===== src/sv/tuic_pkg.sv =====
// ----------------------------------------------------------------------------
// tuic_pkg: shared types, constants and functions
// Lane geometry, protocol codes and ones' complement helpers for the
// TCP/UDP internet checksum block.
// ----------------------------------------------------------------------------
package tuic_pkg;

	localparam int LANE_BYTES = 4;
	localparam int DATA_W     = 8 * LANE_BYTES;
	localparam int CNT_W      = 3;
	localparam int LANES      = (LANE_BYTES + 1) / 2;
	// lane words + 5 pseudo-header words + length word
	localparam int NWORDS     = LANES + 6;
	localparam int SUM_W      = 16 + $clog2(NWORDS);

	localparam logic [7:0] PROTO_TCP = 8'd6;
	localparam logic [7:0] PROTO_UDP = 8'd17;

	typedef logic [LANES-1:0][15:0] lane_words_t;

	typedef struct packed {
		logic vld;
		logic last;
	} pipe_ctl_t;

	// end-around carry add of two words
	function automatic logic [15:0] oc_add(input logic [15:0] a, input logic [15:0] b);
		logic [16:0] s;
		s = {1'b0, a} + {1'b0, b};
		return s[15:0] + 16'(s[16]);
	endfunction

	// fold a wide sum back to 16 bits with end-around carry
	function automatic logic [15:0] oc_fold(input logic [SUM_W-1:0] s);
		logic [16:0] x;
		x = 17'(s[15:0]) + 17'(s >> 16);
		return x[15:0] + 16'(x[16]);
	endfunction

endpackage


===== src/sv/tuic_lane.sv =====
// ----------------------------------------------------------------------------
// tuic_lane: one 16-bit word lane
// Masks the two bytes of its word by the item's byte count and registers
// the word for the merge stage.
// ----------------------------------------------------------------------------
module tuic_lane (
	input  logic        clk,
	input  logic        adv,
	input  logic [7:0]  hi_byte,
	input  logic [7:0]  lo_byte,
	input  logic        hi_en,
	input  logic        lo_en,
	output logic [15:0] word_s1
);

	logic [15:0] word;

	// missing bytes count as zero padding
	assign word = {(hi_en ? hi_byte : 8'h00), (lo_en ? lo_byte : 8'h00)};

	always_ff @(posedge clk) begin
		if (adv) begin
			word_s1 <= word;
		end
	end

endmodule


===== src/sv/tuic_merge.sv =====
// ----------------------------------------------------------------------------
// tuic_merge: lane merge stage
// Adds the lane words, the pseudo-header words on a TCP or UDP packet's first
// item and the payload length on its last item, then folds to 16 bits.
// ----------------------------------------------------------------------------
module tuic_merge (
	input  logic                  clk,
	input  logic                  arst_n,
	input  logic                  adv,
	input  tuic_pkg::pipe_ctl_t   ctl_s1,
	input  tuic_pkg::lane_words_t words_s1,
	input  logic                  pseudo_s1,
	input  logic [31:0]           src_s1,
	input  logic [31:0]           dst_s1,
	input  logic [7:0]            proto_s1,
	input  logic [15:0]           len_s1,
	output tuic_pkg::pipe_ctl_t   ctl_s2,
	output logic [15:0]           part_s2
);
	import tuic_pkg::*;

	logic [SUM_W-1:0] sum;

	always_comb begin
		sum = '0;
		for (int j = 0; j < LANES; j++) begin
			sum = sum + SUM_W'(words_s1[j]);
		end
		if (pseudo_s1) begin
			sum = sum + SUM_W'(src_s1[31:16]) + SUM_W'(src_s1[15:0])
				+ SUM_W'(dst_s1[31:16]) + SUM_W'(dst_s1[15:0]) + SUM_W'(proto_s1);
		end
		if (ctl_s1.last) begin
			sum = sum + SUM_W'(len_s1);
		end
	end

	always_ff @(posedge clk or negedge arst_n) begin
		if (!arst_n) begin
			ctl_s2 <= '0;
		end else if (adv) begin
			ctl_s2 <= ctl_s1;
		end
	end

	always_ff @(posedge clk) begin
		if (adv) begin
			part_s2 <= oc_fold(sum);
		end
	end

endmodule


===== src/sv/tcp_udp_internet_checksum.sv =====
// ----------------------------------------------------------------------------
// tcp_udp_internet_checksum: streaming TCP/UDP internet checksum
// Sums packet payload in ones' complement, adds the pseudo-header for TCP
// and UDP, and emits the complemented checksum on the packet's last item.
// ----------------------------------------------------------------------------
// Usage:
//   Input channel (in_valid / in_stall): one item carries LANE_BYTES payload
//   bytes, first wire byte in the top byte, plus byte_count and last. The
//   addresses and protocol are only looked at on a packet's first item;
//   protocol 6 or 17 adds the pseudo-header and the payload length.
//   Output channel (out_valid / out_stall): one checksum per packet, shown
//   after the item marked last.
// Throughput: one item per cycle while no checksum waits under out_stall, any
//   packet length, packets back to back. Each lane handles one 16-bit word;
//   the merge stage adds lane words, pseudo-header and length in one tree,
//   and the accumulator adds one folded word per cycle.
// Path: the last item passes stage 1, then merge, then the output register.
// Stall: the three stages advance together; while a checksum sits in the
//   output register under out_stall, in_stall is raised and nothing moves.
// Reset: arst_n clears all valid bits, the running sum and the length; the
//   next item is taken as the first of a packet.
// ----------------------------------------------------------------------------
module tcp_udp_internet_checksum (
	input  logic                         clk,
	input  logic                         arst_n,
	input  logic                         in_valid,
	output logic                         in_stall,
	input  logic [tuic_pkg::DATA_W-1:0]  data_bytes,
	input  logic [tuic_pkg::CNT_W-1:0]   byte_count,
	input  logic                         last,
	input  logic [31:0]                  src_addr,
	input  logic [31:0]                  dst_addr,
	input  logic [7:0]                   protocol,
	output logic                         out_valid,
	input  logic                         out_stall,
	output logic [15:0]                  checksum
);
	import tuic_pkg::*;

	// pipeline advance: only a stalled, full output register holds things up
	logic adv;
	logic accept;

	// packet tracking at the input
	logic             start_q;
	logic             en_q;
	logic [15:0]      len_q;
	logic [CNT_W-1:0] cnt_sat;
	logic             proto_hit;
	logic             en_now;
	logic [15:0]      len_now;

	// stage 1
	pipe_ctl_t   ctl_s1;
	lane_words_t words_s1;
	logic        pseudo_s1;
	logic [31:0] src_s1;
	logic [31:0] dst_s1;
	logic [7:0]  proto_s1;
	logic [15:0] len_s1;

	// stage 2
	pipe_ctl_t   ctl_s2;
	logic [15:0] part_s2;

	// accumulator and output
	logic [15:0] acc_q;
	logic [15:0] acc_nxt;
	logic        out_vld_q;
	logic [15:0] checksum_q;

	assign adv      = !(out_vld_q && out_stall);
	assign in_stall = !adv;
	assign accept   = in_valid && adv;

	// counts above the lane width saturate
	assign cnt_sat = (32'(byte_count) > 32'(LANE_BYTES)) ? CNT_W'(LANE_BYTES) : byte_count;

	assign proto_hit = (protocol == PROTO_TCP) || (protocol == PROTO_UDP);
	assign en_now    = start_q ? proto_hit : en_q;
	// length stays zero while the pseudo-header is off
	assign len_now   = en_now ? (len_q + 16'(cnt_sat)) : len_q;

	always_ff @(posedge clk or negedge arst_n) begin
		if (!arst_n) begin
			start_q <= 1'b1;
			en_q    <= 1'b0;
			len_q   <= '0;
		end else if (accept) begin
			if (last) begin
				start_q <= 1'b1;
				en_q    <= 1'b0;
				len_q   <= '0;
			end else begin
				start_q <= 1'b0;
				en_q    <= en_now;
				len_q   <= len_now;
			end
		end
	end

	// word lanes: byte 2j is the high byte, byte 2j+1 the low byte
	for (genvar j = 0; j < LANES; j++) begin : g_lane
		logic [7:0] hi_b;
		logic [7:0] lo_b;
		logic       hi_e;
		logic       lo_e;

		assign hi_b = data_bytes[(LANE_BYTES - 1 - 2*j)*8 +: 8];
		assign hi_e = 32'(cnt_sat) > 32'(2*j);

		if (2*j + 1 < LANE_BYTES) begin : g_lo
			assign lo_b = data_bytes[(LANE_BYTES - 2 - 2*j)*8 +: 8];
			assign lo_e = 32'(cnt_sat) > 32'(2*j + 1);
		end else begin : g_pad
			assign lo_b = 8'h00;
			assign lo_e = 1'b0;
		end

		tuic_lane u_lane (
			.clk     (clk),
			.adv     (adv),
			.hi_byte (hi_b),
			.lo_byte (lo_b),
			.hi_en   (hi_e),
			.lo_en   (lo_e),
			.word_s1 (words_s1[j])
		);
	end

	always_ff @(posedge clk or negedge arst_n) begin
		if (!arst_n) begin
			ctl_s1 <= '0;
		end else if (adv) begin
			ctl_s1.vld  <= in_valid;
			ctl_s1.last <= last;
		end
	end

	always_ff @(posedge clk) begin
		if (adv) begin
			pseudo_s1 <= start_q && proto_hit;
			src_s1    <= src_addr;
			dst_s1    <= dst_addr;
			proto_s1  <= protocol;
			len_s1    <= len_now;
		end
	end

	tuic_merge u_merge (
		.clk       (clk),
		.arst_n    (arst_n),
		.adv       (adv),
		.ctl_s1    (ctl_s1),
		.words_s1  (words_s1),
		.pseudo_s1 (pseudo_s1),
		.src_s1    (src_s1),
		.dst_s1    (dst_s1),
		.proto_s1  (proto_s1),
		.len_s1    (len_s1),
		.ctl_s2    (ctl_s2),
		.part_s2   (part_s2)
	);

	// accumulator: one folded word per item
	assign acc_nxt = oc_add(acc_q, part_s2);

	always_ff @(posedge clk or negedge arst_n) begin
		if (!arst_n) begin
			acc_q     <= '0;
			out_vld_q <= 1'b0;
		end else if (adv) begin
			out_vld_q <= ctl_s2.vld && ctl_s2.last;
			if (ctl_s2.vld) begin
				acc_q <= ctl_s2.last ? 16'h0000 : acc_nxt;
			end
		end
	end

	always_ff @(posedge clk) begin
		if (adv && ctl_s2.vld && ctl_s2.last) begin
			checksum_q <= ~acc_nxt;
		end
	end

	assign out_valid = out_vld_q;
	assign checksum  = checksum_q;

	// packet end returns the input tracker to a fresh start
	a_start_after_last: assert property (@(posedge clk) disable iff (!arst_n)
		accept && last |=> start_q && !en_q && (len_q == 16'h0000))
		else $error("tracker not cleared after last item");

	// length only grows while the pseudo-header is enabled
	a_len_needs_en: assert property (@(posedge clk) disable iff (!arst_n)
		!en_q |-> (len_q == 16'h0000))
		else $error("length counted with pseudo-header off");

	// accumulator is empty once a packet has been closed out
	a_acc_cleared: assert property (@(posedge clk) disable iff (!arst_n)
		adv && ctl_s2.vld && ctl_s2.last |=> (acc_q == 16'h0000) && out_valid)
		else $error("accumulator not cleared at packet end");

	// a checksum only appears behind a last item in the merge stage
	a_out_source: assert property (@(posedge clk) disable iff (!arst_n)
		$rose(out_valid) |-> $past(ctl_s2.vld && ctl_s2.last))
		else $error("checksum without a last item");

endmodule


===== config.mk =====
export PLATFORM = sky130hd
export DESIGN_NAME = tcp_udp_internet_checksum
export DESIGN_NICKNAME = d
export VERILOG_FILES = /design/src/sv/tuic_pkg.sv /design/src/sv/tuic_lane.sv /design/src/sv/tuic_merge.sv /design/src/sv/tcp_udp_internet_checksum.sv
export SDC_FILE = /design/constraint.sdc
export NUM_CORES = 1
export LEC_CHECK = 0
export ABC_AREA = 1
export ABC_CLOCK_PERIOD_IN_PS = 10400
export BUFFER_PORTS_ARGS = -buffer_cell sky130_fd_sc_hd__buf_4
export CAP_MARGIN = 15
export CORE_UTILIZATION = 25
export CTS_BUF_LIST = sky130_fd_sc_hd__clkbuf_4 sky130_fd_sc_hd__clkbuf_8
export CTS_CLUSTER_SIZE = 14
export DETAILED_ROUTE_END_ITERATION = 10
export GPL_ROUTABILITY_DRIVEN = 0
export PLACE_DENSITY_LB_ADDON = 0.15
export RECOVER_POWER = 25
export SLEW_MARGIN = 20
export SYNTH_ARGS = -nofsm -noshare
export SYNTH_HDL_FRONTEND = slang
export SYNTH_SLANG_ARGS = --single-unit

===== constraint.sdc =====
create_clock -name clk -period 10.4 [get_ports clk]
set_input_delay 1.04 -clock clk [delete_from_list [all_inputs] [get_ports clk]]
set_output_delay 1.04 -clock clk [all_outputs]
set_load 0.05 [all_outputs]

== After elaboration in Yosys (flattened, before gate mapping) ==
Index checks and enable logic that the tools add are counted.
Operators by class
  $add $sub $neg: 12
  $lt $le $gt $ge: 5
  equal/unequal tests: 2
  muxes and demuxes: 9
  bitwise logic cells: 2
  reductions and logical operators: 9
Operators by type and width (count)
  $add 19x16->19: 5
  $mux 16: 3
  $mux 19: 2
  $add 16x16->17: 2
  $add 16x1->16: 2
  $add 19x8->19: 1
  $add 16x3->17: 1
  $add 16x3->16: 1
  $not 16->16: 1
  $eq 8x3->1 const B: 1
  $eq 8x5->1 const B: 1
  $gt 3x1->1 const B: 2
  $gt 3x2->1 const B: 2
  $logic_and 1x1->1: 6
  $gt 3x3->1 const B: 1
  $mux 1: 3
  $mux 3: 1
  $reduce_and 2->1: 1
  $logic_not 1->1: 1
  $logic_or 1x1->1: 1
  $not 1->1: 1
Storage, ports and cells
  flip-flop bits (word level): 192
  bits of input ports: 112
  output and inout bits: 18
  word-level logic and storage cells: 59

== Logic depth before layout (Yosys ltp) ==
  word-level depth: 11
  gate-level depth with buffers: 63
  gate-level depth less buffers: 63

== Hierarchy ==
From an unflattened synthesis, not the netlist that was laid out.
Second synthesis, totals
  cell total of the unflattened synthesis: 1677
  area total of the unflattened synthesis: 14002.2 µm²
Modules (own cells, without submodules)
  tcp_udp_internet_checksum: instances 1, cells each 626, area an instance 6458.7 µm²
  tuic_merge: instances 1, cells each 951, area an instance 6322.3 µm²
  tuic_lane: instances 2, cells each 50, area an instance 610.6 µm²

== Worst setup path after synthesis ==
OpenSTA, ideal clock, no wires.
  path type: register to register
  start: register g_lane[0].u_lane.word_s1[0]
  end: register u_merge.part_s2[12] (data pin)
  setup time: 0.257 ns
  data arrival time: 7.848 ns
  slack: 2.295 ns
  stages on the path, launching flop included: 60
  path buffers: 0
  period minus slack after synthesis: 8.105 ns
  path through: edfxtp_1 ha_1 inv_1 fa_1 inv_1 nand3_2 nand2_2 nand2_1 nand3_1 nand2_2 fa_1 inv_1 fa_1 fa_1 inv_1 ha_1 nand2_1 inv_1 [... 24 more ...] nand3_1 nor2_1 nand3_2 nor2_2 nand4_1 nor2_1 ha_1 ha_1 nand2_1 nor2_2 nand2_1 nor2_2 nand2_1 nor2_4 nand3_2 nor2_2 nand2_1 xor2_1
Between the ends
  longest elaborated chain between the ends: 11
Ends and longest elaborated chain
  start, declared: line tuic_lane.sv:13  | output logic [15:0] word_s1
  start signal, assigned: line tuic_lane.sv:23  | word_s1 <= word;
  $add 16x16->17 (*): line tuic_merge.sv:27  | sum = sum + SUM_W'(words_s1[j]);
  $add 19x16->19 (2 in series): line tuic_merge.sv:30  | sum = sum + SUM_W'(src_s1[31:16]) + SUM_W'(src_s1[15:0])
  $add 19x16->19 (2 in series): line tuic_merge.sv:31  | + SUM_W'(dst_s1[31:16]) + SUM_W'(dst_s1[15:0]) + SUM_W'(proto_s1);
  $add 19x8->19: line tuic_merge.sv:31
  $mux 19 (*): line tuic_merge.sv:29  | if (pseudo_s1) begin
  $add 19x16->19: line tuic_merge.sv:34  | sum = sum + SUM_W'(len_s1);
  $mux 19 (*): line tuic_merge.sv:33  | if (ctl_s1.last) begin
  $add 16x3->17 (*): line tuic_pkg.sv:36  | x = 17'(s[15:0]) + 17'(s >> 16);
  $add 16x1->16 (*): line tuic_pkg.sv:37  | return x[15:0] + 16'(x[16]);
  end signal, assigned: line tuic_merge.sv:48  | part_s2 <= oc_fold(sum);
  end, declared: line tuic_merge.sv:18  | output logic [15:0] part_s2
Mark *: on every way between the ends. The rest lies on a longest branch, timed or not.
A chain may end at the register's enable or synchronous reset.

== Worst setup path after layout ==
  start: register g_lane[1].u_lane.word_s1[0]
  end: register u_merge.part_s2[12] (data pin)
Between the ends
  longest elaborated chain between the ends: 11
Ends and longest elaborated chain (line)
  start, declared: tuic_lane.sv:13
  start signal, assigned: tuic_lane.sv:23
  $add 16x16->17 (*): tuic_merge.sv:27
  $add 19x16->19 (2 in series): tuic_merge.sv:30
  $add 19x16->19 (2 in series): tuic_merge.sv:31
  $add 19x8->19: tuic_merge.sv:31
  $mux 19 (*): tuic_merge.sv:29
  $add 19x16->19: tuic_merge.sv:34
  $mux 19 (*): tuic_merge.sv:33
  $add 16x3->17 (*): tuic_pkg.sv:36
  $add 16x1->16 (*): tuic_pkg.sv:37
Marked as above.

==> flow_metrics.env <==
export IMPL_synth_common_cells="nand2_1, inv_1, edfxtp_1"
export IMPL_holdWs_ns=0.482
export IMPL_crit_slowest_cell="fa_1"
export IMPL_ant_nets=0
export IMPL_post_cts_repair_setup_buffers=0
export IMPL_core_um2=55100
export IMPL_grt_overflow=0
export IMPL_hold_class="flip-flop to flip-flop"
export IMPL_stdcell_count=2519
export IMPL_place_ws_ns=1.07
export IMPL_slew_headroom_pct=-66.8
export IMPL_dpl_hpwl_mm=30.0
export IMPL_drtIter0Drc=618
export IMPL_die_w_um=238
export IMPL_cts_resized=0
export IMPL_die_height_um=238
export IMPL_worstPathMaxFanout=6
export IMPL_ios=130
export IMPL_clk_pin_slew_ns=0.12
export IMPL_path_class="flip-flop to flip-flop"
export IMPL_first_pass_iters=10
export IMPL_finalSetupTns_ns=0
export IMPL_drc=1
export IMPL_slew_viol_final=40
export IMPL_dieArea_um2=56700
export IMPL_ys_ff_latch=192
export IMPL_cp_arrival_ns=9.66
export IMPL_async_flop_share_pct=20.3
export IMPL_hold_buffers=0
export IMPL_numCtsBuffers=17
export IMPL_vias_per_cell=4.25
export IMPL_hold_depth=2
export IMPL_reg2reg_depth=59
export IMPL_end_kind="flip-flop"
export IMPL_cp_data_required_time_ns=10.73
export IMPL_synth_top_area_share_pct=33.0
export IMPL_grt_pass1_wl_mm=59.9
export IMPL_violations="design-rule violations, max-capacitance violations, max-slew violations"
export IMPL_cts_tree="done"
export IMPL_finClkSkew_ns=0.0268
export IMPL_worst_slack_ns=1.07
export IMPL_yosysWarningCount=0
export IMPL_vias=10703
export IMPL_io_buffers=129
export IMPL_multi_input_area_um2=7060
export IMPL_tightest_slew_ns=2.50
export IMPL_yosysMostFrequentCell="nand2_1"
export IMPL_critical_path_most_common_cell="nand2_1"
export IMPL_grt_max_degree=75
export IMPL_setup_viol=0
export IMPL_nets=2015
export IMPL_avgSynthCellArea_um2=8.60
export IMPL_cts_htree_levels=4
export IMPL_cts_root_buffer="clkbuf_8"
export IMPL_min_period_ns=9.33
export IMPL_critPathMaxStageDelay_ns=0.57
export IMPL_critPathLaunchType="flip-flop"
export IMPL_fmax_ghz=0.107
export IMPL_maxCapViolCount=1
export IMPL_hold_viol=0
export IMPL_ys_types=51
export IMPL_rows=86
export IMPL_antenna_found_initial=1
export IMPL_fillers=5987
export IMPL_yosys_area_top_type="edfxtp_1"
export IMPL_grt_pass1_vias=10906
export IMPL_yosysSeqAreaShare_pct=40.0
export IMPL_cts_sinks=192
export IMPL_cts_buffer_depth=2
export IMPL_synthesis_nets=1879
export IMPL_post_drt_wl_per_cell_um=14.7
export IMPL_clkLatencyLatePin_ns=0.58
export IMPL_regArea_um2=5570
export IMPL_syn_area_um2=13900
export IMPL_rsz0062_at_grt="no"
export IMPL_synth_flop_cell="edfxtp_1"
export IMPL_wl_mm=36.9
export IMPL_place_inst=2486
export IMPL_synth_edf_count=153
export IMPL_status="finished, violations left"
export IMPL_drive_above_1_share_pct=15.3
export IMPL_track_usage_pct=13.9
export IMPL_synth_area_top_cells="edfxtp_1, nand2_1, fa_1, inv_1, ha_1"
export IMPL_syn_to_final_growth_pct=16.1
export IMPL_finalCritPeriodShare_pct=89.7
export IMPL_syn_instance_count=1621
export IMPL_initial_core_util_pct=25.3
per-stage QoR:
step | instance area, um2 | util, %
6_report | 16200 | 29.4
5_1_grt | 16200 | 29.4
4_1_cts | 16200 | 29.4
3_5_place_dp | 15800 | 28.7
3_3_place_gp | 15800 | 28.7
2_1_floorplan | 13900 | -
worst max-delay path: cells and delay by family (launching register included):
kind            cells  cell delay [ns]
simple gates       37             3.79
xor+xnor            2             0.30
compound gates      2             0.36
fa+ha+maj          10             3.63
buf+inv             8             0.62
flops               1             0.36
sequential cells by signal (all words and copies together), names as in the netlist:
name	count
src_s1	32
u_merge.part_s2	16
checksum	16
pseudo_s1	1
proto_s1	8
len_q	16
g_lane.u_lane.word_s1	32
u_merge.ctl_s2	2
start_q	1
dst_s1	32
en_q	1
out_valid	1
len_s1	16
acc_q	16
ctl_s1	2
final cells by class:
cell class / count / share of cell area, %
Sequential cell: 192 / 34.4
Tap cell: 748 / 5.78
Antenna cell: 1 / 0.0155
Clock inverter: 15 / 1.05
Multi-Input combinational cell: 1084 / 43.7
Inverter: 329 / 7.63
Clock buffer: 17 / 1.45
Timing Repair Buffer: 133 / 5.98
cell usage in the layout (no fill, tap or decap), drive strengths merged, types with 4 or more instances in the layout:
cell | Yosys | layout
nand2 | 414 | 414
inv | 328 | 338
edfxtp | 153 | 153
nand3 | 153 | 153
nor2 | 123 | 123
clkbuf | 8 | 90
ha | 85 | 85
fa | 61 | 61
buf | 8 | 60
o21ai | 53 | 53
a21oi | 52 | 52
xor2 | 39 | 39
dfrtp | 38 | 38
nand4 | 24 | 24
xnor2 | 12 | 12
nor3 | 11 | 11
o22ai | 11 | 11
o21bai | 9 | 9
and2 | 7 | 7
nand3b | 6 | 6
or2 | 5 | 5
a31oi | 4 | 4
nor4 | 4 | 4
cells by family after synthesis:
family | share of synthesized area [%]
AO/OA/AOI/OAI | 5.72
buffers and inverters | 9.38
adder cells (fa/ha/maj) | 16.4
AND/OR/NAND/NOR | 25.1
XOR/XNOR | 3.42
flip-flops | 40.0
final timing paths:
path,slack [ns],startpoint,to
max in group asynchronous,7.73,arst_n,len_q[10]
min reg2reg,0.48,ctl_s1[1],ctl_s1[1]
min,0.48,ctl_s1[1],ctl_s1[1]
max reg2reg,1.07,g_lane[1].u_lane.word_s1[0],u_merge.part_s2[12]
max,1.07,g_lane[1].u_lane.word_s1[0],u_merge.part_s2[12]
min in group asynchronous,1.22,arst_n,acc_q[11]
routing by layer:
metal,GRT usage [%],vias up,wire length (um)
li1,-,5474,-
met4,4.31,0,559
met3,2.49,25,1340
met1,19.1,5020,18400
met2,22.2,184,16600
met5,0,-,0
Power is left out: the tool's default activity adds up to more than one toggle a clock period on the data nets, which glitch-free logic cannot reach.
